### src/hw/rtl/trm_pkg.sv
// shared types and constants of the three-phase rms monitor
package trm_pkg;

	localparam int unsigned MAX_SAMPLES  = 4096;
	localparam int unsigned CNT_W        = $clog2(MAX_SAMPLES + 1);
	localparam int unsigned MIN_SAMPLES  = 20;
	localparam int unsigned SUM_W        = 28;
	localparam int unsigned SQ_W         = 43;
	localparam int unsigned DVD_W        = 56;
	localparam int unsigned DVS_W        = 25;
	localparam int unsigned QUO_W        = 31;
	localparam int unsigned ROOT_W       = 16;
	localparam logic [15:0] LEVEL_MAX    = 16'hFFFF;
	localparam logic [14:0] IMB_MAX      = 15'd20000;
	localparam logic [17:0] MEAN_FLOOR_X3 = 18'd30;
	localparam logic [13:0] IMB_SCALE    = 14'd10000;

	typedef enum logic [3:0] {
		REG_SAMPLE_INTERVAL = 4'd0,
		REG_WINDOW_LENGTH   = 4'd1,
		REG_SCALE_A         = 4'd2,
		REG_SCALE_B         = 4'd3,
		REG_SCALE_C         = 4'd4,
		REG_LOSS_LEVEL      = 4'd5,
		REG_UNDER_LEVEL     = 4'd6,
		REG_OVER_LEVEL      = 4'd7
	} trm_reg_t;

	typedef enum logic [1:0] {
		COND_NORMAL = 2'd0,
		COND_LOST   = 2'd1,
		COND_UNDER  = 2'd2,
		COND_OVER   = 2'd3
	} trm_cond_t;

	typedef enum logic [3:0] {
		S_IDLE,
		S_MUL,
		S_DIFF,
		S_DIV_WAIT,
		S_SQRT_WAIT,
		S_LVL,
		S_IMB,
		S_IMB_DIV,
		S_IMB_WAIT,
		S_DONE
	} trm_state_t;

	typedef struct packed {
		logic               start;
		logic [DVD_W-1:0]   dividend;
		logic [DVS_W-1:0]   divisor;
	} trm_div_req_t;

	typedef struct packed {
		logic               busy;
		logic               done;
		logic [QUO_W-1:0]   quotient;
	} trm_div_rsp_t;

	typedef struct packed {
		logic               start;
		logic [QUO_W-1:0]   radicand;
	} trm_sqrt_req_t;

	typedef struct packed {
		logic               busy;
		logic               done;
		logic [ROOT_W-1:0]  root;
	} trm_sqrt_rsp_t;

endpackage

### src/hw/rtl/trm_isqrt.sv
// iterative integer square root, one result bit per cycle
module trm_isqrt (
	input  logic                   clk,
	input  logic                   arst_n,
	input  trm_pkg::trm_sqrt_req_t req,
	output trm_pkg::trm_sqrt_rsp_t rsp
);
	import trm_pkg::*;

	localparam int unsigned STEP_W = $clog2(ROOT_W);
	localparam int unsigned ACC_W  = QUO_W + 1;

	logic [QUO_W-1:0]  v_q;
	logic [ACC_W-1:0]  res_q;
	logic [ACC_W-1:0]  bit_q;
	logic [STEP_W-1:0] cnt_q;
	logic              busy_q;
	logic              done_q;
	logic [ACC_W-1:0]  trial;
	logic              fits;

	assign trial = res_q + bit_q;
	assign fits  = ({1'b0, v_q} >= trial);

	always_ff @(posedge clk or negedge arst_n) begin
		if (!arst_n) begin
			busy_q <= 1'b0;
			done_q <= 1'b0;
			cnt_q  <= '0;
		end else begin
			done_q <= busy_q && (cnt_q == '0);
			if (req.start) begin
				busy_q <= 1'b1;
				cnt_q  <= STEP_W'(ROOT_W - 1);
			end else if (busy_q) begin
				if (cnt_q == '0) begin
					busy_q <= 1'b0;
				end else begin
					cnt_q <= cnt_q - 1'b1;
				end
			end
		end
	end

	always_ff @(posedge clk) begin
		if (req.start) begin
			v_q   <= req.radicand;
			res_q <= '0;
			bit_q <= ACC_W'(1) << (2 * (ROOT_W - 1));
		end else if (busy_q) begin
			if (fits) begin
				v_q   <= QUO_W'({1'b0, v_q} - trial);
				res_q <= (res_q >> 1) + bit_q;
			end else begin
				res_q <= res_q >> 1;
			end
			bit_q <= bit_q >> 2;
		end
	end

	assign rsp.busy = busy_q;
	assign rsp.done = done_q;
	assign rsp.root = res_q[ROOT_W-1:0];

endmodule
### config.mk
export PLATFORM = sky130hd
export DESIGN_NAME = trm_isqrt
export DESIGN_NICKNAME = d
export VERILOG_FILES = /design/src/hw/rtl/trm_pkg.sv /design/src/hw/rtl/trm_isqrt.sv
export SDC_FILE = /design/constraint.sdc
export NUM_CORES = 1
export LEC_CHECK = 0
export BUFFER_PORTS_ARGS = -buffer_cell sky130_fd_sc_hd__buf_2
export CAP_MARGIN = 5
export CORE_MARGIN = 5
export CORE_UTILIZATION = 25
export CTS_CLUSTER_DIAMETER = 120
export DETAILED_ROUTE_END_ITERATION = 10
export GPL_TIMING_DRIVEN = 0
export PLACE_DENSITY = 0.52
export SETUP_SLACK_MARGIN = 0.1
export SLEW_MARGIN = 0
export SYNTH_ARGS = -nofsm -noshare
export SYNTH_HDL_FRONTEND = slang
export SYNTH_SLANG_ARGS = --single-unit
### constraint.sdc
create_clock -name clk -period 13.9 [get_ports clk]
set_input_delay 2.78 -clock clk [delete_from_list [all_inputs] [get_ports clk]]
set_output_delay 2.78 -clock clk [all_outputs]
set_load 0.01 [all_outputs]
==> results.cfg <==
[clocking]
clk_pin_slew_ns = 0.07
cts_root_buf = clkbuf_16
clk_latency_ns = 0.36
post_cts_resized = 0
cts_tree = done
hold_buffers = 0
cts_setup_buffers = 0
cts_max_level = 3
cts.sinks = 85
cts-buffers-inserted = 9
clockBufferDepth = 2

[worst_setup_path]
criticalPathCategory = flip-flop to flip-flop
endpoint_kind = flip-flop
r2r-end = v_q[30]
startpoint_type = flip-flop
r2r_cells = 19
rrSetupSlack_ns = 8.02
cp.required_ns = 13.89
worst-endpoint-arrival_ns = 5.86
r2r_start = res_q[2]
critical_path_peak_fanout = 31

[floorplanning]
rows = 62
die_w_um = 179
die_area_mm2 = 0.0321
die_h_um = 179
num_io_pins = 52
core_mm2 = 0.0285
initial_utilization = 0.252

[worst_hold_path]
min_from = res_q[31]
hold_path_end = res_q[31]
hp-class = flip-flop to flip-flop
min_path_cells = 2

[drt]
vias_per_cell = 4.98
drt_iter0_drc = 437
drt_pass1_iterations = 5
final_antenna_net_count = 0
vias = 6558
drc = 0
wire_per_inst_um = 15.8
drt_wl_total_mm = 20.9

[logic_synthesis]
synth.avg_cell_area_um2 = 8.27
seq_area_frac_synth = 0.285
synth-edff-count = 31
synthCells = 866
ys_async_sr_fraction = 0.0706
yosysUniqueCellTypes = 66
synth_warnings = 0
synthFlopType = dfxtp_1
syn-num-nets = 967
ys_seq_elements = 85
netlist_area_mm2 = 0.00717

[pwr]
p_sw_frac = 0.445
clockPowerShare = 0.167
power_density_mw_per_mm2 = 176
combPwrFrac = 0.569
leakagePower_uw = 0.00336
peakVddDrop_v = 0.0000612
p_seq_frac = 0.264
finalPower_uw = 1440
switchingPower_uw = 643
p_int_uw = 800

[sta]
fmaxAchievable_mhz = 170
skew_ns = 0.0197
worst_pin_slew_ns = 0.883
finalHoldViolCount = 0
slew_headroom = 0.411
finalMaxSlewViolations = 0
fin_setup_tns_ns = 0
period_needed_ns = 5.88
rsz0062_at_grt = no
finalSetupViolations = 0
finalCritPeriodShare = 0.423

[flow_run]
max_cap_violations = 0

[global_route]
antenna_found_initial = 0
grt_pass1_wl_mm = 33.2
grt_max_degree = 32
first_global_vias = 6279
grt_usage = 0.130
grt_overflow = 0

[outcome]
status = finished, final reports clean

[cells_and_area]
antenna_cells = 0
syn2layout_area_growth_pct = 14.1
layout.cells.non_filler = 1316
nNetsFinal = 1028
mostFrequentLayoutCells = nand2_1, nor2_1, ha_1, buf_2, o21ai_0
fin_util = 0.287
final_common_cell = nand2_1
drive_gt1_frac = 0.128

[placed_design]
portBuffers = 50
gp_congestion = 0.883
dp.cells = 1300
hpwl_mm = 16.2
## metrics by stage
stage	hold WS [ns]	setup WS, ns	cell area [um2]
2_1_floorplan	0.478	9.07	7170
3_3_place_gp	0.503	7.58	7900
3_5_place_dp	0.509	8.08	7900
4_1_cts	0.521	8.04	8180
5_1_grt	0.557	7.64	8180
6_report	0.522	8.02	8180
## synthesized netlist by cell type, drive strengths merged, types with 12 or more instances
library cell  instances  area share
nand2                94       0.049
nor2                 84       0.044
ha                   66        0.12
o21ai                56       0.039
a21oi                51       0.036
dfxtp                48        0.13
xnor2                39       0.048
a31oi                38       0.035
clkbuf               32       0.017
xor2                 32       0.039
buf                  31       0.030
edfxtp               31        0.13
a211oi               24       0.027
inv                  24       0.013
mux2i                21       0.029
a21o                 19       0.020
nor3                 18       0.013
nand3                12      0.0084
nand4                12       0.011
## critical path, cell delays in order (launching register included)
cell and delay [ns]:
dfxtp_1 0.46, ha_1 0.32, a31oi_2 0.31, a211oi_2 0.16
a41o_1 0.29, or2_2 0.31, a31oi_1 0.28, nor2_1 0.07
nor2_1 0.12, xor2_1 0.09, ha_1 0.40, a21oi_1 0.14
o221ai_1 0.21, a31oi_1 0.11, o21ai_0 0.32, a2111oi_0 0.16
a21o_1 0.24, nor2_2 0.38, buf_2 0.38, a21o_2 0.75
## per-layer routing
metal  track usage  part of all wire  vias up
li1              -                 -     3296
met1         0.176              0.47     3100
met2         0.213              0.46      149
met3        0.0268             0.056       13
met4        0.0282             0.011        0
met5             0                 0        -
## state kept, by name, summed over array words and instances (netlist names)
signal	count
res_q	32
busy_q	1
bit_q	16
done_q	1
cnt_q	4
v_q	31
## worst max-delay path by stage
stage | slack (ns) | to | startpoint
after floorplan | 9.07 | v_q[0] | res_q[0]
after global placement | 7.58 | v_q[27] | res_q[2]
after detailed placement | 8.08 | v_q[23] | res_q[2]
after CTS | 8.04 | v_q[30] | res_q[2]
after global routing | 7.64 | v_q[30] | res_q[2]
final | 8.02 | v_q[30] | res_q[2]
## final cells by class
cell class                 instances  area (um2)
clock buffer                       9         225
multi-input combinational        694        4700
timing repair buffer              50         250
fill                            3085       20300
inverter                          24        90.1
clock inverter                     7        56.3
sequential                        85        2040
buffer                            63         332
tap                              384         480
## power by group through the flow
stage	combinational, uW	sequential (uW)	clock, uW
after floorplan	625	375	0
after global placement	805	389	0
after detailed placement	810	388	0
after CTS	816	383	248
after global routing	915	388	259
final	821	381	241
## kinds of logic (layout without fill, tap and decap cells)
kind of cell | count (synthesis) | after routing | synth area share
xor+xnor | 71 | 71 | 0.0868
fa+ha+maj | 67 | 67 | 0.118
mux | 26 | 26 | 0.0372
flops | 85 | 85 | 0.285
compound gates | 255 | 255 | 0.236
simple gates | 275 | 275 | 0.178
buf+inv | 87 | 153 | 0.0588
No activity file was read; power rests on OpenSTA's default activity.
