`src/hw/rtl/trm_pkg.sv`:
```
// shared types and constants of the three-phase rms monitor
package trm_pkg;

	localparam int unsigned MAX_SAMPLES  = 4096;
	localparam int unsigned CNT_W        = $clog2(MAX_SAMPLES + 1);
	localparam int unsigned MIN_SAMPLES  = 20;
	localparam int unsigned SUM_W        = 28;
	localparam int unsigned SQ_W         = 43;
	localparam int unsigned DVD_W        = 56;
	localparam int unsigned DVS_W        = 25;
	localparam int unsigned QUO_W        = 31;
	localparam int unsigned ROOT_W       = 16;
	localparam logic [15:0] LEVEL_MAX    = 16'hFFFF;
	localparam logic [14:0] IMB_MAX      = 15'd20000;
	localparam logic [17:0] MEAN_FLOOR_X3 = 18'd30;
	localparam logic [13:0] IMB_SCALE    = 14'd10000;

	typedef enum logic [3:0] {
		REG_SAMPLE_INTERVAL = 4'd0,
		REG_WINDOW_LENGTH   = 4'd1,
		REG_SCALE_A         = 4'd2,
		REG_SCALE_B         = 4'd3,
		REG_SCALE_C         = 4'd4,
		REG_LOSS_LEVEL      = 4'd5,
		REG_UNDER_LEVEL     = 4'd6,
		REG_OVER_LEVEL      = 4'd7
	} trm_reg_t;

	typedef enum logic [1:0] {
		COND_NORMAL = 2'd0,
		COND_LOST   = 2'd1,
		COND_UNDER  = 2'd2,
		COND_OVER   = 2'd3
	} trm_cond_t;

	typedef enum logic [3:0] {
		S_IDLE,
		S_MUL,
		S_DIFF,
		S_DIV_WAIT,
		S_SQRT_WAIT,
		S_LVL,
		S_IMB,
		S_IMB_DIV,
		S_IMB_WAIT,
		S_DONE
	} trm_state_t;

	typedef struct packed {
		logic               start;
		logic [DVD_W-1:0]   dividend;
		logic [DVS_W-1:0]   divisor;
	} trm_div_req_t;

	typedef struct packed {
		logic               busy;
		logic               done;
		logic [QUO_W-1:0]   quotient;
	} trm_div_rsp_t;

	typedef struct packed {
		logic               start;
		logic [QUO_W-1:0]   radicand;
	} trm_sqrt_req_t;

	typedef struct packed {
		logic               busy;
		logic               done;
		logic [ROOT_W-1:0]  root;
	} trm_sqrt_rsp_t;

endpackage

```
`src/hw/rtl/trm_divider.sv`:
```
// iterative restoring divider, one quotient bit per cycle
module trm_divider (
	input  logic                  clk,
	input  logic                  arst_n,
	input  trm_pkg::trm_div_req_t req,
	output trm_pkg::trm_div_rsp_t rsp
);
	import trm_pkg::*;

	localparam int unsigned STEP_W = $clog2(QUO_W);

	logic [DVD_W-1:0]  rem_q;
	logic [DVD_W-1:0]  dsh_q;
	logic [QUO_W-1:0]  quo_q;
	logic [STEP_W-1:0] cnt_q;
	logic              busy_q;
	logic              done_q;
	logic              fits;

	assign fits = (rem_q >= dsh_q);

	always_ff @(posedge clk or negedge arst_n) begin
		if (!arst_n) begin
			busy_q <= 1'b0;
			done_q <= 1'b0;
			cnt_q  <= '0;
		end else begin
			done_q <= busy_q && (cnt_q == '0);
			if (req.start) begin
				busy_q <= 1'b1;
				cnt_q  <= STEP_W'(QUO_W - 1);
			end else if (busy_q) begin
				if (cnt_q == '0) begin
					busy_q <= 1'b0;
				end else begin
					cnt_q <= cnt_q - 1'b1;
				end
			end
		end
	end

	always_ff @(posedge clk) begin
		if (req.start) begin
			rem_q <= req.dividend;
			dsh_q <= DVD_W'({req.divisor, {(QUO_W-1){1'b0}}});
			quo_q <= '0;
		end else if (busy_q) begin
			if (fits) begin
				rem_q <= rem_q - dsh_q;
			end
			quo_q <= {quo_q[QUO_W-2:0], fits};
			dsh_q <= dsh_q >> 1;
		end
	end

	assign rsp.busy     = busy_q;
	assign rsp.done     = done_q;
	assign rsp.quotient = quo_q;

endmodule

```
`config.mk`:
```
export PLATFORM = sky130hd
export DESIGN_NAME = trm_divider
export DESIGN_NICKNAME = d
export VERILOG_FILES = /design/src/hw/rtl/trm_pkg.sv /design/src/hw/rtl/trm_divider.sv
export SDC_FILE = /design/constraint.sdc
export NUM_CORES = 1
export LEC_CHECK = 0
export BUFFER_PORTS_ARGS = -buffer_cell sky130_fd_sc_hd__buf_2
export CAP_MARGIN = 20
export CORE_AREA = 2 2 158 160
export CTS_CLUSTER_SIZE = 20
export DETAILED_ROUTE_END_ITERATION = 8
export DIE_AREA = 0 0 160 162
export PLACE_DENSITY = 0.69
export SLEW_MARGIN = 0
export SYNTH_ARGS = -nofsm -noshare
export SYNTH_HDL_FRONTEND = slang
export SYNTH_SLANG_ARGS = --single-unit
```
`constraint.sdc`:
```
create_clock -name clk -period 7.29 [get_ports clk]
set_input_delay 0.3645 -clock clk [delete_from_list [all_inputs] [get_ports clk]]
set_output_delay 0.3645 -clock clk [all_outputs]
set_load 0.005 [all_outputs]
```
==> reports/results.md <==
## Logic synthesis
• sky130_fd_sc_hd__nand2_1, sky130_fd_sc_hd__o21ai_0, sky130_fd_sc_hd__nor2_1 — most frequent cells after synthesis
• 0.403 — sequential element share of the synthesized area
• 81 — number of enable-type register cells in the synthesized netlist
• sky130_fd_sc_hd__nand2_1 — most common cell in the netlist
• sky130_fd_sc_hd__edfxtp_1, sky130_fd_sc_hd__dfxtp_1, sky130_fd_sc_hd__ha_1 — cell types occupying the most area after synthesis
• sky130_fd_sc_hd__edfxtp_1 — biggest area consumer among synthesized cells
• 1087 — Synth Instances
• 0.0470 — fraction of registers with async set or reset after synthesis
• 0.00951 mm^2 — cell area after synthesis
• 149 — synthesis-stage register bit count
• 1229 — syn nets
• 70 — library cells used by synthesis
• sky130_fd_sc_hd__edfxtp_1 — most used flip-flop cell after synthesis
• 0.256 — proportion of netlist area held by the largest area contributor
• 8.74 um^2 — Mean Syn Cell Area
• 0 — Yosys warnings

## CTS
• 0 — post-CTS setup buffer count
• yes — CTS tree
• sky130_fd_sc_hd__clkbuf_16 — cell at the root of the clock tree
• 4 — H-tree depth reported by CTS
• 430 ps — clock latency on the worst-skew pair
• 17 — clock buffer count from CTS
• 60 ps — CTS clk-pin slew, worst paths
• 2 — maximum clock insertion buffer count
• 0 — number of resized instances in the post-cts repair step
• 149 — total clock sinks

## Place
• 0.903 — final weighted congestion in routability-driven placement
• 116 — total of buffers placed on input and output ports
• 17.0 mm — DP HPWL

## GRT
• 0 — number of antenna violations at the first check in global routing
• 38.7 mm — wire length of the first global-routing pass
• 0 — overall overflow remaining after global route
• 7730 — number of global-route vias before repair
• 0.183 — global-route usage over all layers
• 141 — largest net degree at the start of global routing

## Layout
• 0 — count of antenna diodes in the layout
• 0.452 — final core utilization
• 1312 — net total in the final layout
• 14.7% — post-synthesis to final-layout area growth
• 0.142 — fraction of layout instances using a drive strength above 1
• 2384 — Filler Cell Count

## Outcome
• complete, no violations — status

## Floorplanning
• 162 um — die height
• 160 um — width of the die
• 0.0259 mm^2 — die footprint
• 0.394 — Initial Util
• 0.0241 mm^2 — core footprint
• 57 — site row count
• 117 — top-level I/O count

## Detailed routing
• 0 — number of routed nets with antenna violations
• 7 — First-pass DRT Iterations
• 5.36 — Vias/cell
• 23.7 mm — total detailed-routing wirelength
• 8075 — vias post-DR
• 15.7 um — routed length per placed instance
• 0 — number of design rule violations left after detail routing
• 657 — number of DRC markers in iteration 0

## Timing
• 0 — number of setup violations in the final report
• 0 — pins over their slew limit
• 0 — Final Hold Viols
• 3640 ps — clock period minus worst slack
• 7.50 ps — clock tree skew after final layout
• 0.318 — Relative slew margins
• 275 MHz — Highest Clock Rate
• 0 ps — total negative slack for setup checks
• 210 ps — worst hold slack
• 0.500 — post-route clock period utilization
• 1020 ps — slew of the pin with the lowest slew margin
• false — setup repair after global routing missed its margin

## Setup path
• sky130_fd_sc_hd__nand2_1 — most numerous cell on the critical path
• inv_1 > ha_1 > nand2_1 > nor3_1 > nor3b_1 > nor2b_1 > o21ai_1 > nand4_1 > nand2_1 > o31ai_4 > buf_4 — list of cells traversed by the critical path
• register — critical path capture point type
• reg2reg — crit path kind
• 56 — largest fanout of any net on the critical path
• register — Setup crit start kind
• simple AND/OR/NAND/NOR gates — Crit path max-delay family
• 2 — CP Buf/Inv Count
• sky130_fd_sc_hd__buf_4 — standard cell with the maximum stage delay on the critical path
• 7340 ps — endpoint required time on the critical path
• 690 ps — maximum single-stage delay on the critical path
• 3690 ps — signal arrival time at the worst endpoint

## Power and ir drop
• 4.94 nW — static power due to leakage
• 0.150 mV — worst supply voltage drop on vdd
• 393 mW/mm^2 — Power per Cell Area

## Min path
• in2reg — class of the worst hold path

## Run
• 0 — number of violations of the max-capacitance limit

==> final timing paths <==
| path | slack, ps | to | from | cells past startpoint |
|---|---|---|---|---|
| worst max register to register | 3650 | rem_q[7] | dsh_q[20] | 11 |
| worst min-delay path | 210 | dsh_q[48] | req[18] | 3 |
| worst max-delay path | 3650 | rem_q[7] | dsh_q[20] | 11 |
| worst min register to register | 490 | quo_q[30] | quo_q[30] | 2 |
| max in group asynchronous | 6830 | busy_q | arst_n | 2 |
| min in group asynchronous | 290 | busy_q | arst_n | 2 |
==> tightest hold or removal path: cells and delay by family <==
kind	cells	cell delay, ps
buffers and inverters	1	70
AOI/OAI and AO/OA	1	50
and+or+nand+nor	1	40
==> registers in the layout (all words and copies together), names as in the netlist <==
| register | count |
|---|---|
| cnt_q | 5 |
| busy_q | 1 |
| done_q | 1 |
| dsh_q | 55 |
| quo_q | 31 |
| rem_q | 56 |
==> final cells by class <==
class / count / area, um^2 / share of cell area
inverter: 76 / 285 / 0.0262
sequential: 149 / 3830 / 0.352
multi-input combinational: 806 / 5180 / 0.475
clock buffer: 18 / 429 / 0.0394
timing repair buffer: 120 / 619 / 0.0568
tap: 324 / 405 / 0.0372
clock inverter: 14 / 149 / 0.0137
==> through the flow <==
stage | setup slack, ps | cells | area [um^2] | total power [mW]
CTS | 3660 | 1507 | 10900 | 4.27
floorplan | 521 | 1087 | 9510 | 2.90
detailed placement | 3680 | 1474 | 10300 | 3.38
global placement | 3790 | 1474 | 10300 | 3.34
global route | 3350 | 1507 | 10900 | 4.60
finish | 3650 | 1507 | 10900 | 4.28
==> where the power goes <==
part | switching (mW) | leakage (nW) | internal, mW | total [mW]
combinational | 1.33 | 3.22 | 0.858 | 2.19
sequential | 0.0730 | 1.43 | 1.15 | 1.22
clock | 0.367 | 0.283 | 0.507 | 0.874
==> routing by layer <==
layer  wire length [um]  up-vias  share of wire  global-route usage
met4                394        0          0.017              0.0528
met2              10800      255           0.45               0.293
met5                  0        -              0                   0
met3               1320       37          0.056              0.0342
met1              11200     3749           0.47               0.253
li1                   -     4034              -                   -
==> cells by family (layout without fill, tap and decap cells) <==
family                   count (synthesis)  in the layout  share of synthesized area
AND/OR/NAND/NOR                        350            350                      0.167
AO/OA/AOI/OAI                          288            288                      0.190
adder cells (fa/ha/maj)                 58             58                     0.0771
buffers and inverters                  132            228                     0.0536
flip-flops                             149            149                      0.403
multiplexers                            67             67                     0.0708
XOR/XNOR                                43             43                     0.0396
==> layout by cell type, fill, tap and decap left out, drive strengths merged, types with 4 or more instances in the layout <==
cell type  count
a21boi         4
a21o          23
a21oi         77
a31oi          6
and2           6
and3           8
and4           5
buf          119
clkbuf        18
clkinv         7
dfrtp          7
dfxtp         61
edfxtp        81
ha            57
inv           80
mux2i         65
nand2        153
nand2b         8
nand3         10
nand3b         4
nand4         16
nor2          97
nor2b          5
nor3          14
nor4           6
o211ai        14
o21a           4
o21ai        103
o21bai        16
o311ai         4
o31ai         10
or2            4
xnor2         30
xor2          13
==> repair_timing <==
action | in CTS | in global routing
endpoints found under the hold margin | 7 | 0
setup endpoints to repair | 0 | 0
hold buffers | 1 | 0
Power figures use the tool's default switching activity.
